<file path="src/int_gcd_lcm_with_missing_assert.svh">
// assertion macros for the gcd/lcm block
// expects clk_i and rst_ni in the scope of the module that uses them
`ifndef INT_GCD_LCM_WITH_MISSING_ASSERT_SVH
`define INT_GCD_LCM_WITH_MISSING_ASSERT_SVH

// property checked on every clock edge outside reset
`define IGL_ASSERT(lbl, prop, msg) \
  lbl: assert property (@(posedge clk_i) disable iff (!rst_ni) prop) \
    else $error(msg);

// condition that must never be seen
`define IGL_NEVER(lbl, cond, msg) \
  `IGL_ASSERT(lbl, !(cond), msg)

`endif

</file>
<file path="src/igl_pkg.sv">
// shared types for the gcd/lcm block: sequencer states, op codes,
// and the status bundle of the shared divider. no dependencies
package igl_pkg;

  typedef enum logic [6:0] {
    S_IDLE = 7'b0000001,
    S_TEST = 7'b0000010,
    S_RDIV = 7'b0000100,
    S_QDIV = 7'b0001000,
    S_MUL  = 7'b0010000,
    S_CHK  = 7'b0100000,
    S_OUT  = 7'b1000000
  } state_e;

  typedef enum logic {
    OP_GCD = 1'b0,
    OP_LCM = 1'b1
  } op_e;

  typedef struct packed {
    logic busy;
    logic done;
  } div_stat_t;

endpackage

</file>
<file path="src/int_gcd_lcm_with_missing.sv">
// gcd / lcm of two signed words with a missing-value code
// uses igl_pkg, igl_div and the assertion macros header
//
// usage:
//   drive op_i, operand_a_i, operand_b_i and raise start; the beat is taken
//   at a clock edge with start high and busy low. busy stays high until the
//   answer has been shown. done_o marks answer_o for exactly one cycle and
//   the receiver must take it then; there is no back pressure.
//   the skip_missing register is written over cfg_valid_i/cfg_data_i (cfg_ready_o
//   is always high); the user must write it only while the block is idle, as the block does not enforce it.
// timing:
//   a missing operand is answered in the cycle right after the accepting edge.
//   otherwise each euclidean remainder step runs one divide in the shared
//   bit-serial divider; a 32-bit gcd needs up to about 46 steps. lcm adds
//   one more divide, a multiply and a range check. one item is in flight at
//   a time.
// reset:
//   asynchronous, active low; the sequencer returns to idle, no answer is
//   pending and skip_missing clears to 0.
module int_gcd_lcm_with_missing #(
  parameter int unsigned WORD_BITS = 32
) (
  input  logic               clk_i,
  input  logic               rst_ni,
  input  logic               start,
  output logic               busy,
  input  logic               op_i,
  input  logic signed [31:0] operand_a_i,
  input  logic signed [31:0] operand_b_i,
  output logic               done_o,
  output logic signed [31:0] answer_o,
  input  logic               cfg_valid_i,
  output logic               cfg_ready_o,
  input  logic               cfg_data_i
);

  localparam int unsigned W  = WORD_BITS;
  localparam int unsigned PW = 2 * WORD_BITS;
  localparam logic [W-1:0] MissWord = {1'b1, {(W-1){1'b0}}};

  igl_pkg::state_e    state_q, state_d;
  igl_pkg::op_e       op_q, op_d;
  logic               skip_q, skip_d;
  logic [W-1:0]       mx_q, mx_d;
  logic [W-1:0]       my_q, my_d;
  logic               sx_q, sx_d;
  logic               sy_q, sy_d;
  logic [W-1:0]       ma_q, ma_d;
  logic [W-1:0]       mb_q, mb_d;
  logic [W-1:0]       quot_q, quot_d;
  logic [PW-1:0]      prod_q, prod_d;
  logic [W-1:0]       answer_q, answer_d;

  logic [W-1:0]       a_w, b_w, a_abs, b_abs;
  logic               a_miss, b_miss;
  logic               div_start;
  logic [W-1:0]       div_dividend, div_divisor;
  logic [W-1:0]       div_quo, div_rem;
  igl_pkg::div_stat_t div_stat;

  assign a_w    = operand_a_i[W-1:0];
  assign b_w    = operand_b_i[W-1:0];
  assign a_miss = a_w == MissWord;
  assign b_miss = b_w == MissWord;
  assign a_abs  = a_w[W-1] ? (~a_w + 1'b1) : a_w;
  assign b_abs  = b_w[W-1] ? (~b_w + 1'b1) : b_w;

  igl_div #(
    .WORD_BITS (W)
  ) u_div (
    .clk_i       (clk_i),
    .rst_ni      (rst_ni),
    .start_i     (div_start),
    .dividend_i  (div_dividend),
    .divisor_i   (div_divisor),
    .stat_o      (div_stat),
    .quotient_o  (div_quo),
    .remainder_o (div_rem)
  );

  always_comb begin
    state_d      = state_q;
    op_d         = op_q;
    skip_d       = cfg_valid_i ? cfg_data_i : skip_q;
    mx_d         = mx_q;
    my_d         = my_q;
    sx_d         = sx_q;
    sy_d         = sy_q;
    ma_d         = ma_q;
    mb_d         = mb_q;
    quot_d       = quot_q;
    prod_d       = prod_q;
    answer_d     = answer_q;
    div_start    = 1'b0;
    div_dividend = mx_q;
    div_divisor  = my_q;
    unique case (state_q)
      igl_pkg::S_IDLE: begin
        if (start) begin
          op_d = igl_pkg::op_e'(op_i);
          if (a_miss || b_miss) begin
            answer_d = skip_q ? (a_miss ? b_w : a_w) : MissWord;
            state_d  = igl_pkg::S_OUT;
          end else begin
            mx_d    = a_abs;
            sx_d    = a_w[W-1];
            my_d    = b_abs;
            sy_d    = b_w[W-1];
            ma_d    = a_abs;
            mb_d    = b_abs;
            state_d = igl_pkg::S_TEST;
          end
        end
      end
      igl_pkg::S_TEST: begin
        if (my_q == '0) begin
          // euclid finished, mx/sx hold the signed gcd
          if (op_q == igl_pkg::OP_GCD) begin
            answer_d = sx_q ? (~mx_q + 1'b1) : mx_q;
            state_d  = igl_pkg::S_OUT;
          end else if (mx_q == '0) begin
            answer_d = MissWord;
            state_d  = igl_pkg::S_OUT;
          end else begin
            div_start    = 1'b1;
            div_dividend = ma_q;
            div_divisor  = mx_q;
            state_d      = igl_pkg::S_QDIV;
          end
        end else begin
          div_start = 1'b1;
          state_d   = igl_pkg::S_RDIV;
        end
      end
      igl_pkg::S_RDIV: begin
        if (div_stat.done) begin
          // remainder takes the sign of the dividend
          mx_d    = my_q;
          sx_d    = sy_q;
          my_d    = div_rem;
          sy_d    = sx_q;
          state_d = igl_pkg::S_TEST;
        end
      end
      igl_pkg::S_QDIV: begin
        if (div_stat.done) begin
          quot_d  = div_quo;
          state_d = igl_pkg::S_MUL;
        end
      end
      igl_pkg::S_MUL: begin
        prod_d  = PW'(quot_q) * PW'(mb_q);
        state_d = igl_pkg::S_CHK;
      end
      igl_pkg::S_CHK: begin
        if (prod_q[PW-1:W-1] != '0) begin
          answer_d = MissWord;
        end else begin
          answer_d = sx_q ? (~prod_q[W-1:0] + 1'b1) : prod_q[W-1:0];
        end
        state_d = igl_pkg::S_OUT;
      end
      igl_pkg::S_OUT: begin
        state_d = igl_pkg::S_IDLE;
      end
      default: begin
        state_d = igl_pkg::S_IDLE;
      end
    endcase
  end

  always_ff @(posedge clk_i or negedge rst_ni) begin
    if (!rst_ni) begin
      state_q <= igl_pkg::S_IDLE;
      skip_q  <= 1'b0;
    end else begin
      state_q <= state_d;
      skip_q  <= skip_d;
    end
  end

  always_ff @(posedge clk_i) begin
    op_q     <= op_d;
    mx_q     <= mx_d;
    my_q     <= my_d;
    sx_q     <= sx_d;
    sy_q     <= sy_d;
    ma_q     <= ma_d;
    mb_q     <= mb_d;
    quot_q   <= quot_d;
    prod_q   <= prod_d;
    answer_q <= answer_d;
  end

  assign busy        = state_q != igl_pkg::S_IDLE;
  assign done_o      = state_q == igl_pkg::S_OUT;
  assign answer_o    = 32'($signed(answer_q));
  assign cfg_ready_o = 1'b1;

`include "int_gcd_lcm_with_missing_assert.svh"

  `IGL_ASSERT(a_done_then_idle, done_o |=> !busy, "answer beat not followed by idle")
  `IGL_ASSERT(a_accept_busy, start && !busy |=> busy, "accepted beat did not raise busy")
  `IGL_ASSERT(a_div_done_waited, div_stat.done |-> (state_q == igl_pkg::S_RDIV || state_q == igl_pkg::S_QDIV), "divider finished with no step waiting")
  `IGL_NEVER(a_div_restart, div_start && div_stat.busy, "divider restarted while busy")

endmodule

</file>
<file path="src/igl_div.sv">
// shared restoring divider: one quotient bit per cycle on unsigned words
// uses igl_pkg::div_stat_t for its status
module igl_div #(
  parameter int unsigned WORD_BITS = 32
) (
  input  logic                  clk_i,
  input  logic                  rst_ni,
  input  logic                  start_i,
  input  logic [WORD_BITS-1:0]  dividend_i,
  input  logic [WORD_BITS-1:0]  divisor_i,
  output igl_pkg::div_stat_t    stat_o,
  output logic [WORD_BITS-1:0]  quotient_o,
  output logic [WORD_BITS-1:0]  remainder_o
);

  localparam int unsigned CntW = $clog2(WORD_BITS + 1);

  logic [WORD_BITS-1:0] rem_q, rem_d;
  logic [WORD_BITS-1:0] quo_q, quo_d;
  logic [WORD_BITS-1:0] dvs_q, dvs_d;
  logic [CntW-1:0]      cnt_q, cnt_d;
  logic                 busy_q, busy_d;
  logic                 done_q, done_d;
  logic [WORD_BITS:0]   trial;
  logic [WORD_BITS:0]   diff;
  logic                 fits;

  // shift in the next dividend bit and try to subtract
  assign trial = {rem_q, quo_q[WORD_BITS-1]};
  assign diff  = trial - {1'b0, dvs_q};
  assign fits  = trial >= {1'b0, dvs_q};

  always_comb begin
    rem_d  = rem_q;
    quo_d  = quo_q;
    dvs_d  = dvs_q;
    cnt_d  = cnt_q;
    busy_d = busy_q;
    done_d = 1'b0;
    if (start_i) begin
      rem_d  = '0;
      quo_d  = dividend_i;
      dvs_d  = divisor_i;
      cnt_d  = CntW'(WORD_BITS);
      busy_d = 1'b1;
    end else if (busy_q) begin
      rem_d = fits ? diff[WORD_BITS-1:0] : trial[WORD_BITS-1:0];
      quo_d = {quo_q[WORD_BITS-2:0], fits};
      cnt_d = cnt_q - 1'b1;
      if (cnt_q == CntW'(1)) begin
        busy_d = 1'b0;
        done_d = 1'b1;
      end
    end
  end

  always_ff @(posedge clk_i or negedge rst_ni) begin
    if (!rst_ni) begin
      busy_q <= 1'b0;
      done_q <= 1'b0;
      cnt_q  <= '0;
    end else begin
      busy_q <= busy_d;
      done_q <= done_d;
      cnt_q  <= cnt_d;
    end
  end

  always_ff @(posedge clk_i) begin
    rem_q <= rem_d;
    quo_q <= quo_d;
    dvs_q <= dvs_d;
  end

  assign stat_o.busy  = busy_q;
  assign stat_o.done  = done_q;
  assign quotient_o   = quo_q;
  assign remainder_o  = rem_q;

endmodule
</file>
<file path="config.mk">
export PLATFORM = sky130hd
export DESIGN_NAME = int_gcd_lcm_with_missing
export DESIGN_NICKNAME = d
export VERILOG_FILES = /design/src/igl_pkg.sv /design/src/int_gcd_lcm_with_missing.sv /design/src/igl_div.sv
export VERILOG_INCLUDE_DIRS = /design/src /design/src/src
export SDC_FILE = /design/constraint.sdc
export NUM_CORES = 2
export LEC_CHECK = 0
export BUFFER_PORTS_ARGS = -buffer_cell sky130_fd_sc_hd__buf_2
export CELL_PAD_IN_SITES_DETAIL_PLACEMENT = 1
export CELL_PAD_IN_SITES_GLOBAL_PLACEMENT = 1
export CORE_MARGIN = 2
export CORE_UTILIZATION = 52
export DETAILED_ROUTE_END_ITERATION = 12
export HOLD_SLACK_MARGIN = 0.15
export PLACE_DENSITY_LB_ADDON = 0.15
export SLEW_MARGIN = 20
export SYNTH_ARGS = -nofsm -noshare
export SYNTH_HDL_FRONTEND = slang
export SYNTH_SLANG_ARGS = --single-unit
</file>
<file path="constraint.sdc">
create_clock -name clk_i -period 17.05 [get_ports clk_i]
set_clock_uncertainty 0.2 [all_clocks]
set_input_delay 3.41 -clock clk_i [delete_from_list [all_inputs] [get_ports clk_i]]
set_output_delay 3.41 -clock clk_i [all_outputs]
set_load 0.03 [all_outputs]
</file>
After elaboration in Yosys (flattened, before gate mapping)
Index checks and enable logic that the tools add are counted.

Bits in registers: 371. Output and inout bits: 35. Input port bits: 70. Logic and storage cells: 122.

Reductions and logical operators: 13. Mux-type cells: 60. Equal/unequal tests: 18. $mul: 1. Bitwise gates (word level): 5. $lt $le $gt $ge: 1. Add/subtract/negate cells: 6.

Operators by type and width (number): $mux 32 (29); $add 32x1->32 const B (4); $not 32->32 (4); $pmux 32 s2 (2); $pmux 32 s3 (1); $eq 32x32->1 const B (2); $logic_not 32->1 (2); $mul 32x32->64 (1); $mux 7 (7); $pmux 7 s6 (1); $ge 33x32->1 (1); $reduce_bool 33->1 (1); $sub 32x32->32 (1); $mux 1 (16); $mux 6 (2); $ne 2x2->1 const B (4); $eq 7x1->1 const B (1); $eq 7x2->1 const B (1); $eq 7x3->1 const B (1); $eq 7x4->1 const B (1); $eq 7x5->1 const B (1); $eq 7x6->1 const B (1); $eq 7x7->1 const B (1); $ne 7x1->1 const B (1); 13 further kinds (18).

Depth between registers and ports, before layout
Depth after elaboration: 6. Mapped depth: 27.

Hierarchy
A second synthesis with hierarchy kept.

Cells, all modules: 5285. Area, all modules: 52654.2 um^2.

Modules (own cells, without submodules): int_gcd_lcm_with_missing (area an instance 46320.7 um^2, sequential area each 7978.9 um^2, times used 1, cells an instance 4659); igl_div (area an instance 6333.6 um^2, sequential area each 2762.6 um^2, times used 1, cells an instance 626).

Least setup slack after synthesis
No wires, ideal clock.

Path kind: input port to flip-flop. Start point: input operand_a_i[0]. End point: register mx_q[0], enable pin. Stages: 8. Setup time: 0.512 ns. Data required time: 16.338 ns. Arrival time: 7.691 ns. Setup slack: 8.647 ns. Path through: inv_1 > ha_1 > nand2b_1 > nand4bb_1 > nand4bb_1 > nand2b_1 > o21ai_0 > a21oi_1.

Longest elaborated chain between the ends: 4.

Ends and longest elaborated chain: start: declaration (RTL line int_gcd_lcm_with_missing.sv:28) `input logic signed [31:0] operand_a_i,`; $eq 32x32->1 (RTL line int_gcd_lcm_with_missing.sv:63) `assign a_miss = a_w == MissWord;`; $logic_or 1x1->1 (RTL line int_gcd_lcm_with_missing.sv:101) `if (a_miss || b_miss) begin`; $ne 2x2->1 (no line); $reduce_and 4->1 (no line); end signal: assignment (RTL line int_gcd_lcm_with_missing.sv:184) `mx_q <= mx_d;`; end: declaration (RTL line int_gcd_lcm_with_missing.sv:44) `logic [W-1:0] mx_q, mx_d;`.

No other way between the ends. A chain may end at the register's enable or synchronous reset.

Worst setup path after layout
Start point: register quot_q[11]. End point: register prod_q[61], data pin.

Longest elaborated chain between the ends: 1.

Ends and longest elaborated chain: start: declaration (RTL line int_gcd_lcm_with_missing.sv:50) `logic [W-1:0] quot_q, quot_d;`; start signal: assignment (RTL line int_gcd_lcm_with_missing.sv:190) `quot_q <= quot_d;`; $mul 32x32->64 (RTL line int_gcd_lcm_with_missing.sv:152) `prod_d = PW'(quot_q) * PW'(mb_q);`; end signal: assignment (RTL line int_gcd_lcm_with_missing.sv:191) `prod_q <= prod_d;`; end: declaration (RTL line int_gcd_lcm_with_missing.sv:51) `logic [PW-1:0] prod_q, prod_d;`.

No other way between the ends.

==> results.cfg <==
[sta]
clock.fmax_ghz = 0.1096
max_slew_margin = 0.2433
setup_viol_count_final = 0
rsz0062_at_grt = false
period_minus_slack_ps = 9121
finalMaxSlewViolations = 0
fin_tns_setup_ps = 0
final_min_period_over_clock_period = 0.5350
hold_viol_final = 0
worst_slew_pin_slew_ps = 1123

[logic_synthesis]
synth.ff_latch_count = 371
synthesis.area_um2 = 52090
yosysWarnings = 0
main_area_contributors_after_synthesis = sky130_fd_sc_hd__fa_1, sky130_fd_sc_hd__edfxtp_1, sky130_fd_sc_hd__and2_1
synth-edff-count = 323
post_synth_xor_area_fraction = 0.03548
synthesis.instances = 5368
synth_cell_types = 81
synth-seq-area-share = 0.2062
synthDominantAreaCellType = sky130_fd_sc_hd__fa_1
post_synthesis_share_of_cell_area_spent_on_and_or_nand_and_nor_gates = 0.1641
synth_adder_area_share = 0.4171
synth_async_sr_flop_share = 0.04313
synth.top_cells.by_count = sky130_fd_sc_hd__inv_1, sky130_fd_sc_hd__fa_1, sky130_fd_sc_hd__and2_1
synthFlopType = sky130_fd_sc_hd__edfxtp_1
avgSynthCellArea_um2 = 9.703
yosysMostFrequentCell = sky130_fd_sc_hd__inv_1
main_combinational_cell_family_by_area_after_synthesis = adder cells
synth.mux.area_fraction = 0.01497
synth_fp_nets = 6636
synth.top_cell.area_share = 0.3448
synth_compound_area_frac = 0.07389

[floorplan]
placeableCoreArea_um2 = 99710
floorplan.rows = 116
die_area_um2 = 102700
start_util = 0.5224
floorplan.io_pins = 105
fp.dieH_um = 320.5
die_w_um = 320.5

[worst_setup_path]
cp_arrival_ps = 9250
timing.setup.critical_path_class = register to register
crit-reg2reg-launch = quot_q[11]$_DFFE_PP_
reg2regPathDepth = 22
worst_setup_path_start_kind = register
cpMaxStageDelayCell = sky130_fd_sc_hd__edfxtp_1
r2r-end = prod_q[61]$_DFFE_PP_
critical_path.max_stage_delay_ps = 1090
endpoint_required_time_on_the_critical_path_ps = 17180
reg2reg_slack_ps = 7930
cp_common_cell = sky130_fd_sc_hd__fa_1
critical_path.max_fanout = 32
critical_path.endpoint = prod_q[61]$_DFFE_PP_
worst_setup_path_startpoint = quot_q[11]$_DFFE_PP_
critPathCaptureType = register
cp_cell_sequence = nand2_1 > fa_1 > inv_1 > fa_1 > fa_1 > fa_1 > fa_1 > fa_1 > fa_1 > inv_1 > fa_1 > inv_1 > ha_1 > a21o_1 > o21bai_1 > a311oi_1 > o211ai_1 > nor4_1 > nor2_1 > a31oi_1 > o221ai_1 > xor2_1

[grt]
largest_net_degree_at_the_start_of_global_routing = 67
antenna_found_initial = 5
overflow = 0
met3_usage = 0.04010
first_pass_grt_wire_length_um = 246800
grt.met2_usage = 0.5061
global_route.usage.met1 = 0.4514
grt-busiest-layer = met2
number_of_global_route_vias_before_repair = 41893
grtUsageTotal = 0.3111

[routing]
drtIter0Drc = 2785
vias_per_cell = 5.730
drt_drc_violations_left = 0
routed-via-count = 38061
detail-route-antenna-nets = 0
routed_wire_length_per_instance_um = 23.37
wl_um = 155200
drtPass1Iterations = 5

[cts]
cts_htree_levels = 2
cts_made_buffers = 42
clock_sinks = 371
cts_root_buffer = sky130_fd_sc_hd__clkbuf_16
postCtsSetupBuffers = 0
clkTransAtPathRegs_ps = 70
tritoncts_clock_tree = yes
clock_tree.buffer_depth = 3
post_cts_resize_count = 0
clk-insertion-delay-late_ps = 590
cts.hold.buffers_added = 0

[placement]
numPortBuffers = 103
finalWeightedCongestion = 0.9541
dp_hpwl_um = 123600

[min_path]
worstHoldPathType = register to register

[finish]
post_route_cells_drive_above_1_share = 0.05956
flow.area_growth_from_synthesis_pct = 6.145
layout.filler_cells = 11132
design.final.nets = 6576

[job]
drv.max_cap_violation_count = 0

[outcome]
status = complete, no violations
## logic make-up (layout without fill, tap and decap cells)
family,count (synthesis),count (layout)
mux,75,75
xor+xnor,211,211
other cells,1,6
compound gates,608,608
buf+inv,1218,1189
simple gates,1686,1686
fa+ha+maj,1198,1198
flops,371,371
## cell usage in the layout (no fill, tap or decap), types with 19 or more instances in the layout
cell                        Yosys  routed
sky130_fd_sc_hd__a21o_1        79      79
sky130_fd_sc_hd__clkbuf_16      0      45
sky130_fd_sc_hd__o21ai_0      126     126
sky130_fd_sc_hd__o31ai_1       35      35
sky130_fd_sc_hd__fa_1         897     897
sky130_fd_sc_hd__nand3_1       29      29
sky130_fd_sc_hd__nand4_1       25      25
sky130_fd_sc_hd__edfxtp_1     323     323
sky130_fd_sc_hd__nor2_1       230     228
sky130_fd_sc_hd__xnor2_1      136     136
sky130_fd_sc_hd__a21oi_1      195     193
sky130_fd_sc_hd__o221ai_1      31      31
sky130_fd_sc_hd__a211oi_1      20      20
sky130_fd_sc_hd__o21bai_1      19      19
sky130_fd_sc_hd__dfxtp_1       32      32
sky130_fd_sc_hd__ha_1         301     301
sky130_fd_sc_hd__nand2_1      595     595
sky130_fd_sc_hd__and2_1       614     613
sky130_fd_sc_hd__buf_4          1      79
sky130_fd_sc_hd__buf_2          9     103
sky130_fd_sc_hd__mux2_2        23      23
sky130_fd_sc_hd__mux2i_1       52      52
sky130_fd_sc_hd__xor2_1        75      75
sky130_fd_sc_hd__inv_1        923     923
sky130_fd_sc_hd__nor3_1        35      34
sky130_fd_sc_hd__nand2b_1      24      24
sky130_fd_sc_hd__nor4_1        28      28
## registers in the layout, indices dropped and copies added (netlist names)
register and flops:
my_q 32, answer_o 32, sy_q 1, skip_q 1
u_div.busy_q 1, u_div.remainder_o 32, sx_q 1, prod_q 64
mx_q 32, u_div.dvs_q 32, quot_q 32, u_div.cnt_q 6
op_q 1, u_div.quotient_o 32, state_q 7, u_div.done_q 1
mb_q 32, ma_q 32
## metal layers
layer  part of all wire  routed length [um]  vias to the layer above
li1                   -                   -                    16720
met1               0.45               70450                    20154
met2               0.47               73070                     1030
met3              0.057                8787                      153
met4              0.018                2869                        4
met5            0.00019                  30                        -
## cell type report
cell class | instances | area [um^2] | share of cell area
Antenna cell | 5 | 12.51 | 0.0002263
Clock buffer | 56 | 1247 | 0.02256
Clock inverter | 19 | 141.4 | 0.002557
Inverter | 924 | 3468 | 0.06273
Multi-Input combinational cell | 3779 | 36820 | 0.6660
Sequential cell | 371 | 10740 | 0.1943
Tap cell | 1298 | 1624 | 0.02937
Timing Repair Buffer | 190 | 1229 | 0.02222
## critical path: cells and delay by family (launching register included)
kind	cells	cell delay, ps
fa+ha+maj	9	4500
compound gates	6	1600
simple gates	3	1100
flops	1	1090
xor+xnor	1	170
buf+inv	3	170
## worst min path at each step
stage | startpoint | depth (start not counted) | slack (ps) | endpoint
after floorplan | u_div.quotient_o[0]$_DFFE_PP_ | 0 | 230 | quot_q[0]$_DFFE_PP_
after global routing | u_div.quotient_o[30]$_DFFE_PP_ | 0 | 270 | quot_q[30]$_DFFE_PP_
final | u_div.quotient_o[28]$_DFFE_PP_ | 0 | 250 | quot_q[28]$_DFFE_PP_
after detailed placement | u_div.quotient_o[28]$_DFFE_PP_ | 0 | 240 | quot_q[28]$_DFFE_PP_
after CTS | u_div.quotient_o[28]$_DFFE_PP_ | 0 | 260 | quot_q[28]$_DFFE_PP_
after global placement | u_div.quotient_o[30]$_DFFE_PP_ | 0 | 230 | quot_q[30]$_DFFE_PP_
## metrics by stage
stage / util / cell area [um^2] / setup slack, ps / instances / hold WS [ps]
6_report: 0.5545 / 55290 / 7929 / 6642 / 254.8
4_1_cts: 0.5533 / 55170 / 7911 / 6630 / 256.3
2_1_floorplan: - / 52090 / 8647 / 5368 / 225.7
5_1_grt: 0.5544 / 55280 / 7677 / 6637 / 265.7
3_3_place_gp: 0.5392 / 53770 / 7940 / 6554 / 233.2
3_5_place_dp: 0.5394 / 53780 / 7962 / 6555 / 237.5
Power is left out: the tool's default activity adds up to more than one toggle a clock period on the data nets, which glitch-free logic cannot reach.
